### config.mk
export PLATFORM = sky130hd
export DESIGN_NAME = tcp_connection_state_machine
export DESIGN_NICKNAME = d
export VERILOG_FILES = /design/src/hw/rtl/tcsm_pkg.sv /design/src/hw/rtl/tcsm_step.sv /design/src/hw/rtl/tcp_connection_state_machine.sv
export SDC_FILE = /design/constraint.sdc
export NUM_CORES = 2
export LEC_CHECK = 0
export BUFFER_PORTS_ARGS = -buffer_cell sky130_fd_sc_hd__buf_2
export CAP_MARGIN = 20
export CORE_UTILIZATION = 41
export DETAILED_ROUTE_END_ITERATION = 12
export GPL_TIMING_DRIVEN = 1
export PLACE_DENSITY = 0.56
export SLEW_MARGIN = 20
export SYNTH_ARGS = -nofsm -noshare
export SYNTH_HDL_FRONTEND = slang
export SYNTH_SLANG_ARGS = --single-unit
export TNS_END_PERCENT = 50
### constraint.sdc
create_clock -name clk -period 8.5 [get_ports clk]
set_clock_uncertainty 0.15 [all_clocks]
set_input_delay 2.55 -clock clk [delete_from_list [all_inputs] [get_ports clk]]
set_output_delay 2.55 -clock clk [all_outputs]
set_load 0.05 [all_outputs]
### src/hw/rtl/tcsm_pkg.sv
// ----------------------------------------------------------------------------
// tcsm_pkg: shared types and codes of the TCP connection state machine
// Word layouts, connection states, actions, segment flags and event codes.
// ----------------------------------------------------------------------------
package tcsm_pkg;

    typedef enum logic [3:0] {
        ST_CLOSED     = 4'd0,
        ST_LISTEN     = 4'd1,
        ST_SYN_SENT   = 4'd2,
        ST_SYN_RCVD   = 4'd3,
        ST_ESTAB      = 4'd4,
        ST_FIN_WAIT_1 = 4'd5,
        ST_FIN_WAIT_2 = 4'd6,
        ST_CLOSE_WAIT = 4'd7,
        ST_CLOSING    = 4'd8,
        ST_LAST_ACK   = 4'd9,
        ST_TIME_WAIT  = 4'd10
    } conn_state_t;

    localparam logic [2:0] ACT_SEGMENT = 3'd0;
    localparam logic [2:0] ACT_OPEN    = 3'd1;
    localparam logic [2:0] ACT_LISTEN  = 3'd2;
    localparam logic [2:0] ACT_CLOSE   = 3'd3;
    localparam logic [2:0] ACT_ABORT   = 3'd4;

    localparam logic [5:0] FL_FIN = 6'h01;
    localparam logic [5:0] FL_SYN = 6'h02;
    localparam logic [5:0] FL_RST = 6'h04;
    localparam logic [5:0] FL_ACK = 6'h10;

    localparam logic [3:0] EV_NONE       = 4'd0;
    localparam logic [3:0] EV_CONNECTED  = 4'd1;
    localparam logic [3:0] EV_REFUSED    = 4'd2;
    localparam logic [3:0] EV_DISCONNECT = 4'd3;
    localparam logic [3:0] EV_PEER_RESET = 4'd4;
    localparam logic [3:0] EV_RELEASED   = 4'd5;
    localparam logic [3:0] EV_BAD_CSUM   = 4'd6;
    localparam logic [3:0] EV_NO_SPACE   = 4'd7;
    localparam logic [3:0] EV_BAD_SEQ    = 4'd8;

    typedef struct packed {
        logic [2:0]  action;
        logic [5:0]  seg_flags;
        logic [31:0] seg_seq;
        logic [31:0] seg_ack;
        logic [15:0] seg_window;
        logic [15:0] payload_len;
        logic        checksum_ok;
        logic [15:0] rx_space_free;
        logic        rx_pending;
        logic [31:0] initial_seq;
    } item_t;

    typedef struct packed {
        logic        send_valid;
        logic [5:0]  send_flags;
        logic [31:0] send_seq;
        logic [31:0] send_ack;
        logic [3:0]  conn_status;
        logic [3:0]  event_code;
        logic        accept_payload;
        logic [15:0] peer_window_out;
        logic        last_result;
    } result_t;

    typedef struct packed {
        conn_state_t conn;
        logic [31:0] our_iss;
        logic [31:0] snd_nxt;
        logic [31:0] snd_una;
        logic [31:0] rcv_nxt;
        logic [15:0] peer_win;
    } conn_ctx_t;

    typedef struct packed {
        logic [5:0]  flags;
        logic [31:0] seq;
        logic [31:0] ack;
    } tx_t;

    function automatic tx_t mk_tx(logic [5:0] flags, logic [31:0] seq, logic [31:0] ack);
        tx_t t;
        t.flags = flags;
        t.seq   = seq;
        t.ack   = ((flags & FL_ACK) != 6'd0) ? ack : 32'd0;
        return t;
    endfunction

    function automatic logic seq_lt(logic [31:0] a, logic [31:0] b);
        logic [31:0] d;
        d = a - b;
        return d[31];
    endfunction

endpackage

### src/hw/rtl/tcsm_step.sv
// ----------------------------------------------------------------------------
// tcsm_step: one connection step
// Compute the next connection context and up to two result words for a word.
// ----------------------------------------------------------------------------
module tcsm_step (
    input  tcsm_pkg::item_t     item,
    input  tcsm_pkg::conn_ctx_t ctx,
    output tcsm_pkg::conn_ctx_t ctx_next,
    output tcsm_pkg::result_t   res0,
    output tcsm_pkg::result_t   res1
);

    tcsm_pkg::conn_ctx_t c;
    tcsm_pkg::tx_t       tx0;
    tcsm_pkg::tx_t       tx1;
    logic [1:0]          n;
    logic [3:0]          ev;
    logic                acc;

    // next-state logic
    always_comb
    begin
        logic [5:0]  fl;
        logic [5:0]  ef;
        logic        do_est;
        logic        est_rst;
        logic        nospace;
        logic        need_ack;
        logic [31:0] last_una;
        logic        lenz;

        c        = ctx;
        tx0      = '0;
        tx1      = '0;
        n        = 2'd0;
        ev       = tcsm_pkg::EV_NONE;
        acc      = 1'b0;
        fl       = item.seg_flags;
        ef       = fl;
        do_est   = 1'b0;
        est_rst  = 1'b0;
        nospace  = 1'b0;
        need_ack = 1'b0;
        last_una = ctx.snd_una;
        lenz     = (item.payload_len == 16'd0);

        unique case (item.action)
            tcsm_pkg::ACT_SEGMENT:
            begin
                if (!item.checksum_ok)
                begin
                    ev = tcsm_pkg::EV_BAD_CSUM;
                end
                else
                begin
                    unique case (ctx.conn)
                        tcsm_pkg::ST_CLOSED:
                        begin
                            if ((fl & tcsm_pkg::FL_RST) == 6'd0)
                            begin
                                if ((fl & tcsm_pkg::FL_ACK) != 6'd0)
                                    tx0 = tcsm_pkg::mk_tx(tcsm_pkg::FL_RST, item.seg_ack, 32'd0);
                                else
                                    tx0 = tcsm_pkg::mk_tx(tcsm_pkg::FL_RST | tcsm_pkg::FL_ACK,
                                        32'd0, item.seg_seq
                                        + {31'd0, ((fl & tcsm_pkg::FL_SYN) != 6'd0)});
                                n = 2'd1;
                            end
                        end
                        tcsm_pkg::ST_LISTEN:
                        begin
                            if ((fl & tcsm_pkg::FL_RST) == 6'd0
                                && (fl & tcsm_pkg::FL_SYN) != 6'd0)
                            begin
                                c.rcv_nxt  = item.seg_seq + 32'd1;
                                c.peer_win = item.seg_window;
                                c.conn     = tcsm_pkg::ST_SYN_RCVD;
                                tx0 = tcsm_pkg::mk_tx(tcsm_pkg::FL_SYN | tcsm_pkg::FL_ACK,
                                    ctx.our_iss, c.rcv_nxt);
                                n = 2'd1;
                                c.snd_nxt = ctx.our_iss + 32'd1;
                                c.snd_una = ctx.our_iss;
                            end
                        end
                        tcsm_pkg::ST_SYN_SENT:
                        begin
                            if ((fl & tcsm_pkg::FL_RST) != 6'd0)
                            begin
                                c.conn = tcsm_pkg::ST_CLOSED;
                                ev     = tcsm_pkg::EV_REFUSED;
                            end
                            else if ((fl & (tcsm_pkg::FL_SYN | tcsm_pkg::FL_ACK)) != 6'd0)
                            begin
                                if (item.seg_ack != ctx.snd_una + 32'd1)
                                begin
                                    c.conn = tcsm_pkg::ST_CLOSED;
                                    ev     = tcsm_pkg::EV_REFUSED;
                                end
                                else
                                begin
                                    c.rcv_nxt  = item.seg_seq + 32'd1;
                                    c.peer_win = item.seg_window;
                                    c.snd_nxt  = ctx.snd_nxt + 32'd1;
                                    c.snd_una  = ctx.snd_una + 32'd1;
                                    c.conn     = tcsm_pkg::ST_ESTAB;
                                    tx0 = tcsm_pkg::mk_tx(tcsm_pkg::FL_ACK, c.snd_nxt, c.rcv_nxt);
                                    n   = 2'd1;
                                    ev  = tcsm_pkg::EV_CONNECTED;
                                end
                            end
                        end
                        tcsm_pkg::ST_SYN_RCVD:
                        begin
                            if ((fl & tcsm_pkg::FL_RST) != 6'd0)
                            begin
                                c.conn = tcsm_pkg::ST_LISTEN;
                            end
                            else if ((fl & tcsm_pkg::FL_ACK) != 6'd0)
                            begin
                                c.conn = tcsm_pkg::ST_ESTAB;
                                ev     = tcsm_pkg::EV_CONNECTED;
                                do_est = 1'b1;
                            end
                        end
                        default:
                        begin
                            if (ctx.rcv_nxt != item.seg_seq)
                            begin
                                ev = tcsm_pkg::EV_BAD_SEQ;
                                if (ctx.rcv_nxt != item.seg_seq + 32'd1)
                                begin
                                    tx0 = tcsm_pkg::mk_tx(tcsm_pkg::FL_ACK, ctx.snd_nxt,
                                        ctx.rcv_nxt);
                                    n = 2'd1;
                                end
                            end
                            else
                            begin
                                unique case (ctx.conn)
                                    tcsm_pkg::ST_ESTAB, tcsm_pkg::ST_CLOSE_WAIT:
                                        do_est = 1'b1;
                                    tcsm_pkg::ST_FIN_WAIT_1:
                                    begin
                                        if ((fl & tcsm_pkg::FL_FIN) != 6'd0)
                                        begin
                                            c.rcv_nxt = ctx.rcv_nxt + 32'd1;
                                            ef        = fl & ~tcsm_pkg::FL_FIN;
                                            c.conn    = tcsm_pkg::ST_CLOSING;
                                            need_ack  = 1'b1;
                                        end
                                        do_est = 1'b1;
                                    end
                                    tcsm_pkg::ST_FIN_WAIT_2:
                                    begin
                                        if ((fl & tcsm_pkg::FL_FIN) != 6'd0)
                                        begin
                                            c.rcv_nxt = ctx.rcv_nxt + 32'd1;
                                            ef        = fl & ~tcsm_pkg::FL_FIN;
                                            c.conn    = tcsm_pkg::ST_TIME_WAIT;
                                            need_ack  = 1'b1;
                                        end
                                        do_est = 1'b1;
                                    end
                                    tcsm_pkg::ST_CLOSING:
                                    begin
                                        if ((fl & tcsm_pkg::FL_FIN) != 6'd0)
                                        begin
                                            c.rcv_nxt = ctx.rcv_nxt + 32'd1;
                                            ef        = fl & ~tcsm_pkg::FL_FIN;
                                        end
                                        do_est = 1'b1;
                                    end
                                    tcsm_pkg::ST_LAST_ACK:
                                    begin
                                        if ((fl & (tcsm_pkg::FL_ACK | tcsm_pkg::FL_RST)) != 6'd0)
                                        begin
                                            c.conn = tcsm_pkg::ST_CLOSED;
                                            ev     = tcsm_pkg::EV_RELEASED;
                                        end
                                    end
                                    default: ;
                                endcase
                            end
                        end
                    endcase

                    // common synchronized-state processing
                    if (do_est)
                    begin
                        c.peer_win = item.seg_window;
                        if (!lenz)
                        begin
                            if (item.payload_len > item.rx_space_free)
                            begin
                                ev      = tcsm_pkg::EV_NO_SPACE;
                                nospace = 1'b1;
                            end
                            else
                            begin
                                acc = 1'b1;
                            end
                        end
                        if (!nospace)
                        begin
                            if ((ef & tcsm_pkg::FL_ACK) != 6'd0
                                && tcsm_pkg::seq_lt(c.snd_una, item.seg_ack))
                                c.snd_una = item.seg_ack;
                            if ((ef & tcsm_pkg::FL_RST) != 6'd0)
                            begin
                                c.conn  = (c.conn == tcsm_pkg::ST_CLOSE_WAIT)
                                        ? tcsm_pkg::ST_TIME_WAIT : tcsm_pkg::ST_CLOSED;
                                ev      = tcsm_pkg::EV_PEER_RESET;
                                est_rst = 1'b1;
                            end
                            else
                            begin
                                if ((ef & tcsm_pkg::FL_FIN) != 6'd0)
                                begin
                                    c.rcv_nxt = c.rcv_nxt + 32'd1;
                                    c.conn    = tcsm_pkg::ST_CLOSE_WAIT;
                                    if (lenz && !item.rx_pending)
                                        ev = tcsm_pkg::EV_DISCONNECT;
                                end
                                if (!(lenz && ef == tcsm_pkg::FL_ACK))
                                begin
                                    c.rcv_nxt = c.rcv_nxt + {16'd0, item.payload_len};
                                    tx0 = tcsm_pkg::mk_tx(tcsm_pkg::FL_ACK, c.snd_nxt, c.rcv_nxt);
                                    n   = 2'd1;
                                end
                            end
                        end
                        if (!est_rst)
                        begin
                            if (ctx.conn == tcsm_pkg::ST_FIN_WAIT_1
                                && tcsm_pkg::seq_lt(last_una, c.snd_una))
                                c.conn = (c.conn == tcsm_pkg::ST_CLOSING)
                                       ? tcsm_pkg::ST_TIME_WAIT : tcsm_pkg::ST_FIN_WAIT_2;
                            if (ctx.conn == tcsm_pkg::ST_CLOSING
                                && tcsm_pkg::seq_lt(last_una, c.snd_una))
                                c.conn = tcsm_pkg::ST_TIME_WAIT;
                            if (need_ack)
                            begin
                                if (n == 2'd0)
                                    tx0 = tcsm_pkg::mk_tx(tcsm_pkg::FL_ACK, c.snd_nxt, c.rcv_nxt);
                                else
                                    tx1 = tcsm_pkg::mk_tx(tcsm_pkg::FL_ACK, c.snd_nxt, c.rcv_nxt);
                                n = n + 2'd1;
                            end
                        end
                    end
                end
            end
            tcsm_pkg::ACT_OPEN:
            begin
                if (ctx.conn == tcsm_pkg::ST_CLOSED)
                begin
                    c.our_iss = item.initial_seq;
                    c.snd_nxt = item.initial_seq;
                    c.snd_una = item.initial_seq;
                    c.conn    = tcsm_pkg::ST_SYN_SENT;
                    tx0 = tcsm_pkg::mk_tx(tcsm_pkg::FL_SYN, item.initial_seq, ctx.rcv_nxt);
                    n   = 2'd1;
                end
            end
            tcsm_pkg::ACT_LISTEN:
            begin
                if (ctx.conn == tcsm_pkg::ST_CLOSED)
                begin
                    c.our_iss = item.initial_seq;
                    c.conn    = tcsm_pkg::ST_LISTEN;
                end
            end
            tcsm_pkg::ACT_CLOSE:
            begin
                if (ctx.conn == tcsm_pkg::ST_LISTEN || ctx.conn == tcsm_pkg::ST_SYN_SENT)
                begin
                    c.conn = tcsm_pkg::ST_CLOSED;
                    ev     = tcsm_pkg::EV_RELEASED;
                end
                else if (ctx.conn == tcsm_pkg::ST_SYN_RCVD || ctx.conn == tcsm_pkg::ST_ESTAB
                         || ctx.conn == tcsm_pkg::ST_CLOSE_WAIT)
                begin
                    tx0 = tcsm_pkg::mk_tx(tcsm_pkg::FL_FIN | tcsm_pkg::FL_ACK, ctx.snd_nxt,
                        ctx.rcv_nxt);
                    n   = 2'd1;
                    c.snd_nxt = ctx.snd_nxt + 32'd1;
                    c.conn    = (ctx.conn == tcsm_pkg::ST_CLOSE_WAIT)
                              ? tcsm_pkg::ST_LAST_ACK : tcsm_pkg::ST_FIN_WAIT_1;
                end
            end
            tcsm_pkg::ACT_ABORT:
            begin
                if (ctx.conn == tcsm_pkg::ST_SYN_RCVD || ctx.conn == tcsm_pkg::ST_ESTAB
                    || ctx.conn == tcsm_pkg::ST_FIN_WAIT_1
                    || ctx.conn == tcsm_pkg::ST_FIN_WAIT_2
                    || ctx.conn == tcsm_pkg::ST_CLOSE_WAIT)
                begin
                    tx0 = tcsm_pkg::mk_tx(tcsm_pkg::FL_RST, ctx.snd_nxt, 32'd0);
                    n   = 2'd1;
                end
                if (ctx.conn != tcsm_pkg::ST_CLOSED)
                    ev = tcsm_pkg::EV_RELEASED;
                c.conn = tcsm_pkg::ST_CLOSED;
            end
            default: ;
        endcase
    end

    assign ctx_next = c;

    // output words
    always_comb
    begin
        res0.send_valid      = (n != 2'd0);
        res0.send_flags      = tx0.flags;
        res0.send_seq        = tx0.seq;
        res0.send_ack        = tx0.ack;
        res0.conn_status     = c.conn;
        res0.event_code      = ev;
        res0.accept_payload  = acc;
        res0.peer_window_out = c.peer_win;
        res0.last_result     = (n != 2'd2);
        res1                 = res0;
        res1.send_valid      = 1'b1;
        res1.send_flags      = tx1.flags;
        res1.send_seq        = tx1.seq;
        res1.send_ack        = tx1.ack;
        res1.last_result     = 1'b1;
    end

endmodule

### src/hw/rtl/tcp_connection_state_machine.sv
// An accepted item waits in the input register, then its words load into the
// result register. Throughput: one item per cycle when each item yields one
// word and result_ready is high; a two-word item holds the output register
// until both words leave; the single output register pair drains one word per cycle.
// Reset: asynchronous, active low; connection returns to closed, all zero.
// ----------------------------------------------------------------------------
// tcp_connection_state_machine: single TCP connection control
// Input register, one-pass step logic, two-word result register.
// ----------------------------------------------------------------------------
module tcp_connection_state_machine (
    input  logic               clk,
    input  logic               rst_n,
    input  logic               item_valid,
    output logic               item_ready,
    input  tcsm_pkg::item_t    item,
    output logic               result_valid,
    input  logic               result_ready,
    output tcsm_pkg::result_t  result
);

    // input stage
    tcsm_pkg::item_t     in_reg;
    logic                in_full_reg;

    // connection context
    tcsm_pkg::conn_ctx_t ctx_reg;
    tcsm_pkg::conn_ctx_t ctx_next;

    // result stage: word 0 is on the port, word 1 waits behind it
    tcsm_pkg::result_t   res0_reg;
    tcsm_pkg::result_t   res1_reg;
    logic                out_full_reg;
    tcsm_pkg::result_t   step_res0;
    tcsm_pkg::result_t   step_res1;

    logic out_take;
    logic out_free;
    logic advance;

    tcsm_step u_step (
        .item     (in_reg),
        .ctx      (ctx_reg),
        .ctx_next (ctx_next),
        .res0     (step_res0),
        .res1     (step_res1)
    );

    assign out_take     = out_full_reg & result_ready;
    // free when empty, or when the last word of the current item leaves now
    assign out_free     = !out_full_reg | (out_take & res0_reg.last_result);
    assign advance      = in_full_reg & out_free;
    assign item_ready   = !in_full_reg | advance;
    assign result_valid = out_full_reg;
    assign result       = res0_reg;

    // hold the accepted word until the step logic consumes it
    always_ff @(posedge clk or negedge rst_n)
    begin
        if (!rst_n)
        begin
            in_full_reg <= 1'b0;
        end
        else if (item_valid && item_ready)
        begin
            in_full_reg <= 1'b1;
        end
        else if (advance)
        begin
            in_full_reg <= 1'b0;
        end
    end

    always_ff @(posedge clk)
    begin
        if (item_valid && item_ready)
            in_reg <= item;
    end

    // commit the connection context as the item advances
    always_ff @(posedge clk or negedge rst_n)
    begin
        if (!rst_n)
        begin
            ctx_reg <= '{conn: tcsm_pkg::ST_CLOSED, default: '0};
        end
        else if (advance)
        begin
            ctx_reg <= ctx_next;
        end
    end

    always_ff @(posedge clk or negedge rst_n)
    begin
        if (!rst_n)
        begin
            out_full_reg <= 1'b0;
        end
        else if (advance)
        begin
            out_full_reg <= 1'b1;
        end
        else if (out_take && res0_reg.last_result)
        begin
            out_full_reg <= 1'b0;
        end
    end

    // load both words, or shift the waiting word forward
    always_ff @(posedge clk)
    begin
        if (advance)
        begin
            res0_reg <= step_res0;
            res1_reg <= step_res1;
        end
        else if (out_take && !res0_reg.last_result)
        begin
            res0_reg <= res1_reg;
        end
    end

    a_second_word_follows: assert property (@(posedge clk) disable iff (!rst_n)
        result_valid && !result.last_result |=> result_valid)
        else $error("second result word lost");

    a_empty_word_is_last: assert property (@(posedge clk) disable iff (!rst_n)
        result_valid && !result.send_valid |-> result.last_result)
        else $error("word without segment is not last");

    a_stall_means_full: assert property (@(posedge clk) disable iff (!rst_n)
        !item_ready |-> in_full_reg && result_valid)
        else $error("input stalled with free stages");

endmodule

==> flow_summary.yaml <==
sta:
  hold_violations: 0
  final.min_clock_period_ns: 8.39
  fmaxAchievable_mhz: 119
  max-slew-margin-rel_pct: 22.3
  finalCritPeriodShare_pct: 98.7
  transition_time_at_the_pin_with_the_least_slew_margin_ns: 1.17
  setup-tns-final_ns: 0
  final_max_tran_viols: 0
  hold_ws_ns: 0.336
  final-setup-viol-count: 0
  grt_setup_unrepaired: "true"
pwr:
  power.share.switching_pct: 39.1
  power.share.sequential_pct: 31.4
  p_int_uw: 6340
  pwr-share-clk_pct: 25.5
  power.leakage_uw: 0.0177
  power.combinational.fraction_pct: 43.1
  design_power_total_uw: 10400
  peak_supply_drop_uv: 194
  netSwitchingPower_uw: 4070
  power_per_cell_area_nw_per_um2: 231
synth:
  synth_seq_area_share_pct: 38.8
  async_reset_ff_share_pct: 30.6
  synth-warning-count: 0
  syn_inst: 4131
  library_cells_used_by_synthesis: 110
  avgSynthCellArea_um2: 8.70
  syn-cell-area_um2: 36000
  synth_top_flop_cell: "sky130_fd_sc_hd__edfxtp_1"
  synth-seq-cells: 490
  synth_edf_count: 340
setup_path:
  critical_path_required_ns: 8.77
  timing.critical_path.depth: 41
  cp_max_fo: 7
  cp_data_arrival_time_ns: 8.66
  r2r.worst_path.cells: 41
  timing.critical_path.buf_inv: 12
  critical-path-top-delay-family: "simple AND/OR/NAND/NOR gates"
  crit_path_end_kind: "register"
  cpMostUsedCell: "sky130_fd_sc_hd__buf_4"
  kind_of_critical_path: "register to register"
  worstSetupStartpointType: "register"
  critical_path.slowest_cell: "sky130_fd_sc_hd__or4_1"
  worst_path_largest_cell_delay_ns: 0.57
detailed_routing:
  detailedRoute.firstPassIterationCount: 9
  wl_per_cell_um: 28.9
  vias: 37600
  dr_iter_0_viols: 5498
  route.final.wire_length_um: 171000
  postRouteAntennaNets: 0
  route.detailed.drc: 0
  vias_per_cell: 6.34
clocking:
  numClockSinks: 490
  htree_depth: 2
  cts_tree: "built"
  tritoncts_buffers: 56
  clock_latency_at_the_later_pin_of_the_worst_skew_pair_ns: 0.70
  clockRootBuffer: "sky130_fd_sc_hd__clkbuf_16"
  worst_setup_hold_path_clk_slew_ns: 0.06
  clock_tree.buffer_depth: 3
floorplanning:
  top_level_ports: 258
  die-width_um: 298
  initial_core_util_pct: 41.4
  die-area_um2: 88900
  core-area_um2: 86800
  die_height_um: 298
  row_count: 108
cells_and_area:
  fill_cells: 8299
  area_growth_pct: 25.4
  largest_register_ff_count: 155
  drive_above_1_share_pct: 25.7
  final_net_count: 4986
  final_core_util_pct: 52.0
  stdcell_count: 5929
status:
  outcome: "completed"
grt:
  grt_first_pass_wirelength_um: 246000
  gr-usage-all-layers_pct: 37.6
  grt.overflow.total: 0
  grt_pass1_vias: 34900
  pin_count_of_the_biggest_net_entering_global_routing: 92
  antenna_found_initial: 7
hold_path:
  min_delay_path_depth: 1
  min_path_type: "register to register"
placed_design:
  place_congestion: 1.09
  place_inst: 5769
  place.detailed.hpwl_um: 128000
  placement.io_buffers: 255
flow_run:
  maxCapViolCount: 0
==> logic make-up after synthesis <==
family,after synthesis,synth area share (%)
XOR/XNOR,260,6.74
flip-flops,490,38.8
other,1,0.0104
AND/OR/NAND/NOR,1511,20.7
buffers and inverters,439,4.86
adder cells (fa/ha/maj),103,3.61
AO/OA/AOI/OAI,1250,22.9
multiplexers,77,2.35
==> Yosys cell counts (all sizes together), types with 21 or more instances <==
cell    count  area share, %
clkbuf    273            2.9
buf        69            1.0
nand3     138            1.9
o311ai     22           0.58
inv        97            1.0
nor3       83            1.2
xnor2     156            3.8
o31ai      21           0.44
or3        28           0.49
nor2b      33           0.57
o211ai     35           0.73
mux2       55            1.7
a211oi     26           0.54
o21a       50            1.0
o21ai     376            5.2
a21o       49            1.0
o22ai      35           0.61
nor2      339            3.5
a22oi      65            1.4
edfxtp    340             28
a31oi      45           0.82
nand2b     41           0.71
a21oi     270            3.8
nand4      88            1.6
ha        102            3.5
xor2       94            2.3
dfrtp     150             10
and4       29           0.71
and2       34           0.59
nor4       44            1.0
a221oi     55            1.4
mux2i      22           0.61
nand2     516            5.4
and3       66            1.1
a222oi     45            1.3
==> worst paths after layout <==
kind | slack (ns) | start | end
worst max register to register | 0.11 | ctx_reg[48] | res1_reg[22]
worst max-delay path | 0.11 | ctx_reg[48] | res1_reg[22]
max in group asynchronous | 5.31 | rst_n | ctx_reg[49]
worst min register to register | 0.34 | ctx_reg[5] | ctx_reg[5]
min in group asynchronous | 1.79 | rst_n | ctx_reg[3]
worst min-delay path | 0.34 | ctx_reg[5] | ctx_reg[5]
==> cell usage in the layout (no fill, tap or decap), types with 40 or more instances in the layout <==
master / instances
sky130_fd_sc_hd__a21o_1: 49
sky130_fd_sc_hd__a21oi_1: 250
sky130_fd_sc_hd__a221oi_1: 53
sky130_fd_sc_hd__a222oi_1: 45
sky130_fd_sc_hd__a22oi_1: 64
sky130_fd_sc_hd__a31oi_1: 44
sky130_fd_sc_hd__and3_1: 63
sky130_fd_sc_hd__buf_2: 254
sky130_fd_sc_hd__buf_4: 588
sky130_fd_sc_hd__clkbuf_16: 57
sky130_fd_sc_hd__dfrtp_1: 148
sky130_fd_sc_hd__edfxtp_1: 340
sky130_fd_sc_hd__ha_1: 91
sky130_fd_sc_hd__inv_1: 96
sky130_fd_sc_hd__mux2_2: 53
sky130_fd_sc_hd__nand2_1: 504
sky130_fd_sc_hd__nand2b_1: 40
sky130_fd_sc_hd__nand3_1: 131
sky130_fd_sc_hd__nand4_1: 82
sky130_fd_sc_hd__nor2_1: 325
sky130_fd_sc_hd__nor3_1: 73
sky130_fd_sc_hd__o21a_1: 50
sky130_fd_sc_hd__o21ai_0: 330
sky130_fd_sc_hd__xnor2_1: 150
sky130_fd_sc_hd__xor2_1: 94
==> repair_timing <==
action,in CTS,in global routing
setup buffers,18,33
gates resized for setup,77,124
hold buffers,0,0
endpoints found under the hold margin,0,0
gates cloned,3,0
pin swaps,28,78
endpoints found under the setup margin,35,49
==> power groups by stage <==
stage,Sequential [uW],Combinational (uW),Clock (uW)
2_1_floorplan,3330,2150,0
3_3_place_gp,3290,3890,0
3_5_place_dp,3300,3890,0
4_1_cts,3250,4110,2700
5_1_grt,3300,4770,2780
6_report,3270,4490,2660
==> area by class of cell <==
type / count / area (um^2) / share of cell area, %
Clock inverter: 33 / 459 / 1.02
Clock buffer: 72 / 1530 / 3.40
Sequential cell: 490 / 14000 / 31.0
Multi-Input combinational cell: 3206 / 21200 / 47.0
Inverter: 97 / 369 / 0.819
Tap cell: 1155 / 1450 / 3.20
Timing Repair Buffer: 873 / 6130 / 13.6
Antenna cell: 3 / 7.51 / 0.0166
==> per-stage QoR <==
| step | worst slack, ns | area, um^2 |
|---|---|---|
| detailed placement | -0.768 | 41900 |
| global placement | -0.776 | 41900 |
| floorplan | 0.0576 | 36000 |
| CTS | 0.0163 | 44300 |
| finish | 0.107 | 45100 |
| global route | -0.246 | 45100 |
==> layer usage <==
metal | global-route usage [%] | wire length, um | vias to the layer above
met5 | 0 | 85 | -
met2 | 52.6 | 68600 | 2457
met1 | 53.8 | 73000 | 18100
li1 | - | - | 16600
met3 | 11.6 | 22200 | 397
met4 | 14.0 | 7300 | 12
Power figures use the tool's default switching activity.
